===== config.mk =====
export PLATFORM = sky130hd
export DESIGN_NAME = imu_complementary_attitude_filter_unit
export DESIGN_NICKNAME = d
export VERILOG_FILES = /design/src/icaf_pkg.sv /design/src/icaf_cordic.sv /design/src/icaf_mul.sv /design/src/imu_complementary_attitude_filter_unit.sv
export VERILOG_INCLUDE_DIRS = /design/src /design/src/src
export SDC_FILE = /design/constraint.sdc
export NUM_CORES = 2
export LEC_CHECK = 0
export ABC_AREA = 1
export BUFFER_PORTS_ARGS = -buffer_cell sky130_fd_sc_hd__clkbuf_2
export CORE_MARGIN = 3
export CORE_UTILIZATION = 37
export DETAILED_ROUTE_END_ITERATION = 8
export PLACE_DENSITY = 0.55
export SYNTH_ARGS = -nofsm -noshare
export SYNTH_HDL_FRONTEND = slang
export SYNTH_SLANG_ARGS = --single-unit

===== constraint.sdc =====
create_clock -name clk -period 10.8 [get_ports clk]
set_input_delay 0.54 -clock clk [delete_from_list [all_inputs] [get_ports clk]]
set_output_delay 0.54 -clock clk [all_outputs]
set_load 0.02 [all_outputs]

===== src/assert_macros.svh =====
// Assertion macros shared by the RTL.
// Define NO_ASSERTIONS to compile them out.
`ifndef ASSERT_MACROS_SVH
`define ASSERT_MACROS_SVH
`ifndef NO_ASSERTIONS
`define ASSERT_IMPLIES(label, clk, rst, a, b) \
  label: assert property (@(posedge clk) disable iff (rst) (a) |-> (b)) \
    else $error("implication check failed");
`define ASSERT_NEXT(label, clk, rst, a, b) \
  label: assert property (@(posedge clk) disable iff (rst) (a) |=> (b)) \
    else $error("next-cycle check failed");
`else
`define ASSERT_IMPLIES(label, clk, rst, a, b)
`define ASSERT_NEXT(label, clk, rst, a, b)
`endif
`endif


===== src/icaf_pkg.sv =====
// Types, constants and tables for the complementary attitude filter.
// No dependencies.
package icaf_pkg;

  localparam int FRAC_BITS   = 8;
  localparam int CW          = 36;  // CORDIC x/y width
  localparam int ZW          = 20;  // CORDIC angle width, Q16 radians
  localparam int STEPS       = 16;
  localparam int CNT_W       = 4;
  localparam int IN_SHIFT    = 14;  // inputs scaled by 16384
  localparam int MUL_A_W     = 34;
  localparam int MUL_B_W     = 18;
  localparam int PROD_W      = MUL_A_W + MUL_B_W;
  localparam int ACC_W       = 48;
  localparam int PI_Q16      = 205887;
  localparam int GAIN_Q16    = 107922;
  localparam int ALPHA_ONE   = 256;
  localparam int CFG_IDX_W   = 2;
  localparam int CFG_DATA_W  = 16;

  localparam logic [CFG_IDX_W-1:0] REG_BLEND = 2'd0;
  localparam logic [CFG_IDX_W-1:0] REG_STEP  = 2'd1;

  typedef struct packed {
    logic signed [15:0] accel_x_in;
    logic signed [15:0] accel_y_in;
    logic signed [15:0] accel_z_in;
    logic signed [15:0] rate_x_in;
    logic signed [15:0] rate_y_in;
    logic signed [15:0] rate_z_in;
  } sample_t;

  typedef struct packed {
    logic signed [15:0] roll_out;
    logic signed [15:0] pitch_out;
    logic signed [15:0] yaw_out;
  } result_t;

  typedef struct packed {
    logic                 start;
    logic signed [CW-1:0] x0;
    logic signed [CW-1:0] y0;
  } cordic_cmd_t;

  typedef struct packed {
    logic                 done;
    logic signed [ZW-1:0] angle;
    logic signed [CW-1:0] mag;
  } cordic_res_t;

  typedef enum logic [3:0] {
    S_IDLE, S_YNEG, S_ROLL_GO, S_ROLL_WAIT, S_PITCH_GO, S_PITCH_WAIT,
    S_GX, S_GY, S_GZ, S_AR, S_BR, S_AP, S_BP, S_FIN, S_OUT
  } state_t;

  function automatic logic signed [ZW-1:0] atan_q16(input logic [CNT_W-1:0] i);
    logic signed [ZW-1:0] v;
    begin
      case (i)
        4'd0:    v = 20'sd51472;
        4'd1:    v = 20'sd30385;
        4'd2:    v = 20'sd16054;
        4'd3:    v = 20'sd8150;
        4'd4:    v = 20'sd4091;
        4'd5:    v = 20'sd2047;
        4'd6:    v = 20'sd1024;
        4'd7:    v = 20'sd512;
        4'd8:    v = 20'sd256;
        4'd9:    v = 20'sd128;
        4'd10:   v = 20'sd64;
        4'd11:   v = 20'sd32;
        4'd12:   v = 20'sd16;
        4'd13:   v = 20'sd8;
        4'd14:   v = 20'sd4;
        default: v = 20'sd2;
      endcase
      return v;
    end
  endfunction

endpackage


===== src/icaf_cordic.sv =====
// Iterative CORDIC vectoring unit, one micro-rotation per cycle.
// Depends on icaf_pkg.
module icaf_cordic (
  input  logic                  clk,
  input  logic                  rst,
  input  icaf_pkg::cordic_cmd_t cmd,
  output icaf_pkg::cordic_res_t res
);

  logic signed [icaf_pkg::CW-1:0] x, y, dx, dy;
  logic signed [icaf_pkg::ZW-1:0] z, at;
  logic [icaf_pkg::CNT_W-1:0]     cnt;
  logic                           busy, done, zero;

  assign dx = y >>> cnt;
  assign dy = x >>> cnt;
  assign at = icaf_pkg::atan_q16(cnt);

  always_ff @(posedge clk) begin
    if (rst) begin
      busy <= 1'b0;
      done <= 1'b0;
    end else begin
      done <= 1'b0;
      if (cmd.start) begin
        busy <= 1'b1;
        cnt  <= '0;
        zero <= (cmd.x0 == '0) && (cmd.y0 == '0);
        if (cmd.x0 < 0) begin
          // pre-rotate by pi into the right half plane
          x <= -cmd.x0;
          y <= -cmd.y0;
          z <= (cmd.y0 >= 0) ? icaf_pkg::ZW'(icaf_pkg::PI_Q16)
                             : -icaf_pkg::ZW'(icaf_pkg::PI_Q16);
        end else begin
          x <= cmd.x0;
          y <= cmd.y0;
          z <= '0;
        end
      end else if (busy) begin
        if (y >= 0) begin
          x <= x + dx;
          y <= y - dy;
          z <= z + at;
        end else begin
          x <= x - dx;
          y <= y + dy;
          z <= z - at;
        end
        cnt <= cnt + 1'b1;
        if (cnt == icaf_pkg::CNT_W'(icaf_pkg::STEPS - 1)) begin
          busy <= 1'b0;
          done <= 1'b1;
        end
      end
    end
  end

  assign res.done  = done;
  assign res.angle = zero ? '0 : z;
  assign res.mag   = zero ? '0 : x;

endmodule


===== src/icaf_mul.sv =====
// Shared signed multiplier with a registered product.
// Depends on icaf_pkg.
module icaf_mul (
  input  logic                               clk,
  input  logic signed [icaf_pkg::MUL_A_W-1:0] a,
  input  logic signed [icaf_pkg::MUL_B_W-1:0] b,
  output logic signed [icaf_pkg::PROD_W-1:0]  prod
);

  always_ff @(posedge clk) begin
    prod <= icaf_pkg::PROD_W'(a) * icaf_pkg::PROD_W'(b);
  end

endmodule


===== src/imu_complementary_attitude_filter_unit.sv =====
// Complementary attitude filter: top level, sequencer and state.
// Depends on icaf_pkg, icaf_cordic, icaf_mul and assert_macros.svh.
//
// Usage:
//   sample_valid/sample_ready/sample carry one IMU sample (three accel axes,
//   three gyro rates). result_valid/result_ready/result return roll, pitch
//   and yaw after the update. cfg_valid/cfg_ready/cfg_index/cfg_data write
//   blend_weight (index 0) or time_step (index 1); other indexes are dropped.
//   cfg_ready is always high; write only while the block is idle.
// Sequence:
//   After a sample transfer, one CORDIC unit is run twice (roll, then pitch)
//   and one multiplier is used for eight products in turn; result_valid then
//   rises. sample_ready is high only in idle, so one sample is in flight;
//   a new sample is taken only after the result has been accepted.
// Reset:
//   rst (synchronous) clears all three angles to zero, sets blend_weight to
//   251 and time_step to 3, and returns to idle.
// Stall:
//   the result holds on result until result_ready; no new sample is taken
//   meanwhile.
`include "assert_macros.svh"
module imu_complementary_attitude_filter_unit (
  input  logic                                 clk,
  input  logic                                 rst,
  input  logic                                 sample_valid,
  output logic                                 sample_ready,
  input  icaf_pkg::sample_t                    sample,
  output logic                                 result_valid,
  input  logic                                 result_ready,
  output icaf_pkg::result_t                    result,
  input  logic                                 cfg_valid,
  output logic                                 cfg_ready,
  input  logic [icaf_pkg::CFG_IDX_W-1:0]       cfg_index,
  input  logic [icaf_pkg::CFG_DATA_W-1:0]      cfg_data
);

  localparam int FB = icaf_pkg::FRAC_BITS;

  icaf_pkg::state_t state, state_next;
  icaf_pkg::sample_t s;
  icaf_pkg::cordic_cmd_t cmd;
  icaf_pkg::cordic_res_t cres;

  logic [8:0]  blend_weight;
  logic [14:0] time_step;
  logic signed [15:0] roll, pitch, yaw, tilt_roll, tilt_pitch;
  logic signed [icaf_pkg::CW-1:0]      mag, yneg;
  logic signed [icaf_pkg::MUL_A_W-1:0] sum_r, sum_p, mul_a;
  logic signed [icaf_pkg::MUL_B_W-1:0] mul_b;
  logic signed [icaf_pkg::PROD_W-1:0]  prod;
  logic signed [icaf_pkg::ACC_W-1:0]   acc, blend_sum;
  logic signed [icaf_pkg::MUL_A_W-1:0] yaw_sum, yaw_sh;
  logic signed [icaf_pkg::MUL_B_W-1:0] bw_op, dt_op, om_op;
  logic signed [9:0] one_minus;
  logic signed [icaf_pkg::ZW-1:0] ang_sh;

  icaf_cordic u_cordic (.clk(clk), .rst(rst), .cmd(cmd), .res(cres));
  icaf_mul    u_mul    (.clk(clk), .a(mul_a), .b(mul_b), .prod(prod));

  assign one_minus = 10'sd256 - $signed({1'b0, blend_weight});
  assign bw_op = icaf_pkg::MUL_B_W'($signed({1'b0, blend_weight}));
  assign dt_op = icaf_pkg::MUL_B_W'($signed({1'b0, time_step}));
  assign om_op = icaf_pkg::MUL_B_W'(one_minus);

  // Q16 angle to output scale, floor
  assign ang_sh = cres.angle >>> (16 - FB);

  // alpha*sum + ((1-alpha)*accel << FB), then floor by FB+8
  assign blend_sum = acc + (prod[icaf_pkg::ACC_W-1:0] <<< FB);
  assign yaw_sum   = (icaf_pkg::MUL_A_W'(yaw) <<< FB) + prod[icaf_pkg::MUL_A_W-1:0];
  assign yaw_sh    = yaw_sum >>> FB;

  always_comb begin
    state_next = state;
    unique case (state)
      icaf_pkg::S_IDLE:       if (sample_valid) state_next = icaf_pkg::S_YNEG;
      icaf_pkg::S_YNEG:       state_next = icaf_pkg::S_ROLL_GO;
      icaf_pkg::S_ROLL_GO:    state_next = icaf_pkg::S_ROLL_WAIT;
      icaf_pkg::S_ROLL_WAIT:  if (cres.done) state_next = icaf_pkg::S_PITCH_GO;
      icaf_pkg::S_PITCH_GO:   state_next = icaf_pkg::S_PITCH_WAIT;
      icaf_pkg::S_PITCH_WAIT: if (cres.done) state_next = icaf_pkg::S_GX;
      icaf_pkg::S_GX:         state_next = icaf_pkg::S_GY;
      icaf_pkg::S_GY:         state_next = icaf_pkg::S_GZ;
      icaf_pkg::S_GZ:         state_next = icaf_pkg::S_AR;
      icaf_pkg::S_AR:         state_next = icaf_pkg::S_BR;
      icaf_pkg::S_BR:         state_next = icaf_pkg::S_AP;
      icaf_pkg::S_AP:         state_next = icaf_pkg::S_BP;
      icaf_pkg::S_BP:         state_next = icaf_pkg::S_FIN;
      icaf_pkg::S_FIN:        state_next = icaf_pkg::S_OUT;
      icaf_pkg::S_OUT:        if (result_ready) state_next = icaf_pkg::S_IDLE;
      default:                state_next = icaf_pkg::S_IDLE;
    endcase
  end

  always_comb begin
    sample_ready = 1'b0;
    result_valid = 1'b0;
    cmd.start    = 1'b0;
    cmd.x0       = icaf_pkg::CW'(s.accel_z_in) <<< icaf_pkg::IN_SHIFT;
    cmd.y0       = icaf_pkg::CW'(s.accel_y_in) <<< icaf_pkg::IN_SHIFT;
    mul_a        = icaf_pkg::MUL_A_W'(s.rate_x_in);
    mul_b        = dt_op;
    unique case (state)
      icaf_pkg::S_IDLE: sample_ready = 1'b1;
      icaf_pkg::S_YNEG: begin
        mul_a = -icaf_pkg::MUL_A_W'(s.accel_x_in);
        mul_b = icaf_pkg::MUL_B_W'(icaf_pkg::GAIN_Q16);
      end
      icaf_pkg::S_ROLL_GO: cmd.start = 1'b1;
      icaf_pkg::S_PITCH_GO: begin
        cmd.start = 1'b1;
        cmd.x0    = mag;
        cmd.y0    = yneg;
      end
      icaf_pkg::S_GX: mul_a = icaf_pkg::MUL_A_W'(s.rate_x_in);
      icaf_pkg::S_GY: mul_a = icaf_pkg::MUL_A_W'(s.rate_y_in);
      icaf_pkg::S_GZ: mul_a = icaf_pkg::MUL_A_W'(s.rate_z_in);
      icaf_pkg::S_AR: begin
        mul_a = sum_r;
        mul_b = bw_op;
      end
      icaf_pkg::S_BR: begin
        mul_a = icaf_pkg::MUL_A_W'(tilt_roll);
        mul_b = om_op;
      end
      icaf_pkg::S_AP: begin
        mul_a = sum_p;
        mul_b = bw_op;
      end
      icaf_pkg::S_BP: begin
        mul_a = icaf_pkg::MUL_A_W'(tilt_pitch);
        mul_b = om_op;
      end
      icaf_pkg::S_OUT: result_valid = 1'b1;
      default: ;
    endcase
  end

  always_ff @(posedge clk) begin
    if (rst) begin
      state        <= icaf_pkg::S_IDLE;
      roll         <= '0;
      pitch        <= '0;
      yaw          <= '0;
      blend_weight <= 9'd251;
      time_step    <= 15'd3;
    end else begin
      state <= state_next;
      if (cfg_valid && cfg_index == icaf_pkg::REG_BLEND) blend_weight <= cfg_data[8:0];
      if (cfg_valid && cfg_index == icaf_pkg::REG_STEP)  time_step    <= cfg_data[14:0];
      case (state)
        icaf_pkg::S_IDLE:      if (sample_valid) s <= sample;
        icaf_pkg::S_ROLL_GO:   yneg <= prod[icaf_pkg::CW+1:2];
        icaf_pkg::S_ROLL_WAIT: if (cres.done) begin
          tilt_roll <= ang_sh[15:0];
          mag       <= cres.mag;
        end
        icaf_pkg::S_PITCH_WAIT: if (cres.done) tilt_pitch <= ang_sh[15:0];
        icaf_pkg::S_GY: sum_r <= (icaf_pkg::MUL_A_W'(roll) <<< FB)
                                 + prod[icaf_pkg::MUL_A_W-1:0];
        icaf_pkg::S_GZ: sum_p <= (icaf_pkg::MUL_A_W'(pitch) <<< FB)
                                 + prod[icaf_pkg::MUL_A_W-1:0];
        icaf_pkg::S_AR:  yaw   <= yaw_sh[15:0];
        icaf_pkg::S_BR:  acc   <= prod[icaf_pkg::ACC_W-1:0];
        icaf_pkg::S_AP:  roll  <= 16'(blend_sum >>> (FB + 8));
        icaf_pkg::S_BP:  acc   <= prod[icaf_pkg::ACC_W-1:0];
        icaf_pkg::S_FIN: pitch <= 16'(blend_sum >>> (FB + 8));
        default: ;
      endcase
    end
  end

  assign cfg_ready        = 1'b1;
  assign result.roll_out  = roll;
  assign result.pitch_out = pitch;
  assign result.yaw_out   = yaw;

  `ASSERT_IMPLIES(a_ready_excl, clk, rst, sample_ready, !result_valid)
  `ASSERT_NEXT(a_back_idle, clk, rst, result_valid && result_ready, sample_ready)
  `ASSERT_NEXT(a_cfg_blend, clk, rst, cfg_valid && cfg_index == icaf_pkg::REG_BLEND, blend_weight == $past(cfg_data[8:0]))

endmodule

# --- After elaboration in Yosys (flattened, before gate mapping) ---
# Memory sizes are Yosys's and may differ from the RTL's. A register that Yosys moved wholly into a read port is not among the register bits.
# Index checks and enable logic that the tools add are counted.
totals:
  regBits: 505
  latch_bits: 0
  ram_bits: 0
  rom_bits: 256
  in_bits: 119
  output_inout_bits: 51
  elab_cells: 125
  mem_count: 1
classes:
  n_addsub: 15
  multipliers: 1
  div_mod_pow: 0
  magnitude_cmp: 3
  eq_ne: 20
  n_shift: 2
  muxes: 32
  bitwise_logic: 2
  reduce_logical: 22
memory_table:
  columns: ["name", "depth", "width", "rd", "rd_ports_with_merged_regs", "wr", "line", "rtl"]
  rows:
  - ["(name not given)", 16, 16, 1, 1, 0, "icaf_pkg.sv:59", "case (i)"]
ops:
  columns: ["operator", "count"]
  rows:
  - ["$mux 36", 8]
  - ["$pmux 34 s7", 1]
  - ["$mux 20", 6]
  - ["$add 36x36->36", 2]
  - ["$ge 36x1->1 const B", 2]
  - ["$logic_not 36->1", 2]
  - ["$mux 72", 1]
  - ["$neg 36->36", 2]
  - ["$sshr 36x4->36", 2]
  - ["$sub 36x36->36", 2]
  - ["$add 34x34->34", 2]
  - ["$pmux 4 s15", 1]
  - ["$pmux 18 s3", 1]
  - ["$mul 34x18->38", 1]
  - ["$lt 36x1->1 const B", 1]
  - ["$neg 16->34", 1]
  - ["$add 32x32->32", 1]
  - ["$eq 4x4->1 const B", 8]
  - ["$mux 4", 7]
  - ["$add 24x24->24", 1]
  - ["$add 20x20->20", 1]
  - ["$sub 20x20->20", 1]
  - ["$eq 4x3->1 const B", 4]
  - ["$reduce_and 2->1", 6]
  - ["other kinds (17)", 33]

# --- Longest topological paths before layout ---
depth:
  word_depth: 6
  ltp_mapped: 47
  ltp_nobuf: 45

# --- Modules after synthesis ---
# A second synthesis with hierarchy kept.
unflattened:
  cells_unflattened: 8499
  hier_area_um2: 61167.4
by_module_without_submodules:
  columns: ["mod", "instances", "cells_each", "area_per_inst_um2", "seq_area_each_um2"]
  rows:
  - ["icaf_mul", 1, 3272, 24235.7, 1041.0]
  - ["imu_complementary_attitude_filter_unit", 1, 2253, 19545.0, 10049.6]
  - ["icaf_cordic", 1, 2974, 17386.7, 3273.1]

# --- Least setup slack after synthesis ---
# OpenSTA, ideal clock, no wires.
synth_path:
  kind: "reg2reg"
  startpoint: "reg s[80] in the netlist's numbering"
  endpoint: "reg u_mul.prod[37] in the netlist's numbering"
  setup_time_ns: 0.112
  arrival_time_ns: 7.350
  required_ns: 10.688
  path_slack_ns: 3.338
  stages_incl_launch_ff: 45
  n_path_buf: 2
  synth_period_minus_slack_ns: 7.462
  cell_sequence: "edfxtp_1 -> inv_1 -> ha_1 -> nand3_1 -> nor2_1 -> nand3_1 -> nor2_1 -> nand4_1 -> nor2_1 -> nand3_1 -> ha_1 -> inv_1 -> nand3_1 -> nand2_1 -> nor2_1 -> nand3_2 -> nand2_2 -> buf_6 -> [9 not listed] -> fa_1 -> fa_1 -> inv_1 -> fa_1 -> inv_1 -> ha_1 -> nand2_1 -> nand2_1 -> a21boi_0 -> o21ai_0 -> a211oi_1 -> o21ai_0 -> a21oi_1 -> inv_1 -> nand3_1 -> nand2_1 -> nand2_1 -> nand2_1"
synth_between:
  elab_chain_len: 3
synth_lines:
  columns: ["element", "line", "rtl"]
  rows:
  - ["start: declaration", "imu_complementary_attitude_filter_unit.sv:40", "icaf_pkg::sample_t s;"]
  - ["start signal: assignment", "imu_complementary_attitude_filter_unit.sv:152", "icaf_pkg::S_IDLE: if (sample_valid) s <= sample;"]
  - ["$neg 16->34", "imu_complementary_attitude_filter_unit.sv:106", "mul_a = -icaf_pkg::MUL_A_W'(s.accel_x_in);"]
  - ["$pmux 34 s7", "imu_complementary_attitude_filter_unit.sv:103", "unique case (state)"]
  - ["$mul 34x18->38", "icaf_mul.sv:11", "prod <= icaf_pkg::PROD_W'(a) * icaf_pkg::PROD_W'(b);"]
  - ["end signal: assignment", "icaf_mul.sv:11", null]
  - ["end: declaration", "icaf_mul.sv:7", "output logic signed [icaf_pkg::PROD_W-1:0] prod"]
# No other way between the ends.
# A chain may end at the register's enable or synchronous reset.

# --- Worst setup path in the final report ---
# Ends and elaborated chain as after synthesis.

==> impl_metrics.csv <==
group,metric,value,unit
run_status,outcome,"finished, final reports clean",
worst_setup_path,crit_fanout,17,
cts,cts_buffers,66,
place,place_inst,8590,
place,port-buffer-count,167,
grt,gr-usage-all-layers,24.39,%
synthesis,ys_ff_latch,513,
sta,setup_tns,0,ns
worst_setup_path,cp-start-kind,"register",
synthesis,syn_inst,6703,
worst_setup_path,reg2reg_from,"s[80]",
die,die-area,144200,um2
routing,highest_layer,"met4",
grt,antenna_found_initial,6,
die,initial_core_util,37.41,%
worst_setup_path,cpPeakStageDelay,0.72,ns
worst_setup_path,rr_endpoint,"u_mul.prod[37]",
sta,skew,0.02702,ns
synthesis,yosysWarnings,0,
sta,drv_slew,0,
worst_setup_path,cp.required,11.33,ns
sta,fin_crit_sh,88.30,%
sta,setup_viol_count_final,0,
synthesis,ys.flop_type,"edfxtp_1",
cts,root_buffer,"clkbuf_16",
grt,grt_pass1_wl,269900,um
routing,met2WireLength,85280,um
synthesis,synth_fp_nets,7557,
finish,final_cells,8713,
worst_setup_path,ff2ff_path_depth,39,
routing,wl_per_cell,20.51,um
sta,worst_slew_margin_rel,16.62,%
place,finalWeightedCongestion,0.9505,
finish,fin_area,56660,um2
routing,dr_wl_met3,9616,um
synthesis,synth_area_leader_cell,"edfxtp_1",
synthesis,yosysSeqAreaShare,27.24,%
sta,worst_pin_slew,1.235,ns
sta,hold_viol_final,0,
routing,firstDrtPassIters,6,
routing,vias_per_cell,5.194,
sta,layout_min_cycle_time,9.536,ns
place,post_dp_cell_area,54470,um2
cts,cts_hold_buf,0,
flow_run,drv_cap,0,
cts,cts.sinks,513,
synthesis,async_reset_ff_share,0,%
finish,drive_above_1_share,7.244,%
cts,h-tree-depth,3,
min_path,whs_endpoint,"s[48]",
routing,met1Wirelength,76830,um
synthesis,syn_area_per_cell,7.712,um2
worst_setup_path,rrSetupSlack,1.26,ns
cts,ctsResizeCount,0,
die,die_y,379.8,um
grt,grt_pass1_vias,44613,
worst_setup_path,cp_common_cell,"inv_1",
synthesis,synth_top_cell_area_share,22.13,%
min_path,hp-start,"sample[48]",
sta,fmax,104.9,MHz
die,ios,170,
place,dp_hpwl,142200,um
finish,nets,7649,
synthesis,synth_area,51690,um2
routing,drt_wl_total,178700,um
synthesis,synth_area_leaders,"edfxtp_1 (22%), fa_1 (17%), nand2_1 (11%)",
worst_setup_path,crit_arrival,10.07,ns
routing,drt_iter0_drc,3522,
cts,cts_tree,"yes",
synthesis,synth_edf_count,381,
cts,clkLatencyLatePin,0.67,ns
die,die_w,379.8,um
cts,post_cts_buffers,0,
routing,ant_nets,0,
die,floorplan.rows,136,
sta,rsz0062_at_grt,"false",
synthesis,ys_types,68,
worst_setup_path,critPathKind,"register to register",
grt,grt_max_degree,74,
routing,drc,0,
worst_setup_path,slowest_stage,"nor2_1",
grt,grt-ovfl-total,0,
die,coreArea,138200,um2
min_path,hp-class,"primary input to register",
cts,clock_path_buffers,3,
cts,clk_pin_slew,0.06,ns
worst_setup_path,endpoint_kind,"register",
min_path,hold_depth,1,
finish,syn2layout_area_growth,9.614,%
routing,vias,45255,
==> cell type report <==
cell class                 instances  area (um2)
multi-input combinational       4791       32240
clock inverter                    30       316.6
antenna                            3       7.507
inverter                        1187        4461
tap                             1863        2331
timing repair buffer             236        1354
sequential                       513       14080
clock buffer                      90        1867
fill                           14417       81510
==> stage by stage <==
step                setup WS [ns]  utilization (%)  hold slack (ns)
floorplan                   3.338                -           0.3855
global placement            1.447            39.42           0.3939
detailed placement          1.427            39.42           0.3936
CTS                         1.386            41.00        0.0005176
global route               0.6453            41.00          0.02111
finish                      1.264            41.01          0.05369
==> how the worst max path moves through the flow <==
| stage | start | end | slack [ns] |
|---|---|---|---|
| 5_1_grt | s[80] | u_mul.prod[37] | 0.65 |
| 4_1_cts | s[80] | u_mul.prod[37] | 1.39 |
| 6_report | s[80] | u_mul.prod[37] | 1.26 |
| 3_5_place_dp | s[80] | u_mul.prod[37] | 1.43 |
| 2_1_floorplan | s[80] | u_mul.prod[37] | 3.34 |
| 3_3_place_gp | s[80] | u_mul.prod[37] | 1.45 |
==> kinds of logic after synthesis <==
family | after synthesis | synth area share [%]
AO/OA/AOI/OAI | 1073 | 11.89
XOR/XNOR | 223 | 3.778
adder cells (fa/ha/maj) | 735 | 24.08
buffers and inverters | 1399 | 10.56
flip-flops | 513 | 27.24
multiplexers | 15 | 0.2904
other | 1 | 0.007254
AND/OR/NAND/NOR | 2744 | 22.15
==> synth_stat cells, types with 101 or more instances <==
cell and n:
o21ai_0 380, nor2_1 660, fa_1 433, ha_1 302
nand2_1 1477, xor2_1 147, clkbuf_1 101, inv_1 1161
a21oi_1 336, dfxtp_1 132, nand3_1 343, edfxtp_1 381
==> sequential cells by signal, summed over array words and instances (netlist names), 9 cells and up <==
register,flops
s,96
u_cordic.y,36
yaw,16
u_cordic.at,16
pitch,16
blend_weight,9
time_step,15
mag,36
tilt_pitch,12
u_cordic.z,20
roll,16
sum_p,34
tilt_roll,12
u_cordic.x,36
u_mul.prod,38
sum_r,34
acc,24
yneg,36
==> critical path: cells and delay by family (launching register included) <==
family | cells | cell delay, ns
fa+ha+maj | 9 | 3.91
compound gates | 2 | 0.54
simple gates | 20 | 3.89
buf+inv | 8 | 0.70
flops | 1 | 0.36
==> cells in the final DEF (no fill, tap or decap), types with 16 or more instances in the layout <==
| cell | netlist | final |
|---|---|---|
| nand2_1 | 1477 | 1477 |
| o21ai_0 | 380 | 380 |
| o21a_1 | 16 | 16 |
| nor2_1 | 660 | 653 |
| ha_1 | 302 | 302 |
| o211ai_1 | 76 | 76 |
| a21o_1 | 29 | 29 |
| nand2_2 | 18 | 18 |
| nand4_1 | 58 | 58 |
| nand3_1 | 343 | 343 |
| clkbuf_16 | 0 | 70 |
| o21ai_1 | 68 | 67 |
| buf_4 | 6 | 69 |
| dfxtp_1 | 132 | 132 |
| edfxtp_1 | 381 | 381 |
| nor3_1 | 59 | 56 |
| a221oi_1 | 16 | 16 |
| inv_2 | 22 | 24 |
| nor4_1 | 19 | 19 |
| a31oi_1 | 35 | 35 |
| clkbuf_1 | 101 | 16 |
| xnor2_1 | 76 | 76 |
| inv_1 | 1161 | 1158 |
| clkbuf_2 | 0 | 167 |
| fa_1 | 433 | 433 |
| o21ai_2 | 16 | 16 |
| xor2_1 | 147 | 147 |
| nor2_2 | 24 | 23 |
| a22o_1 | 27 | 27 |
| a21oi_1 | 336 | 335 |
| or2_2 | 35 | 35 |
==> per-layer routing <==
metal | vias up | track usage [%]
met5 | - | 0
met2 | 1299 | 41.39
met3 | 273 | 2.875
met1 | 21968 | 31.88
met4 | 0 | 9.057
li1 | 21715 | -
Power is not shown: default switching activity piles up to over one toggle a cycle in this logic, so the estimate is an artifact.
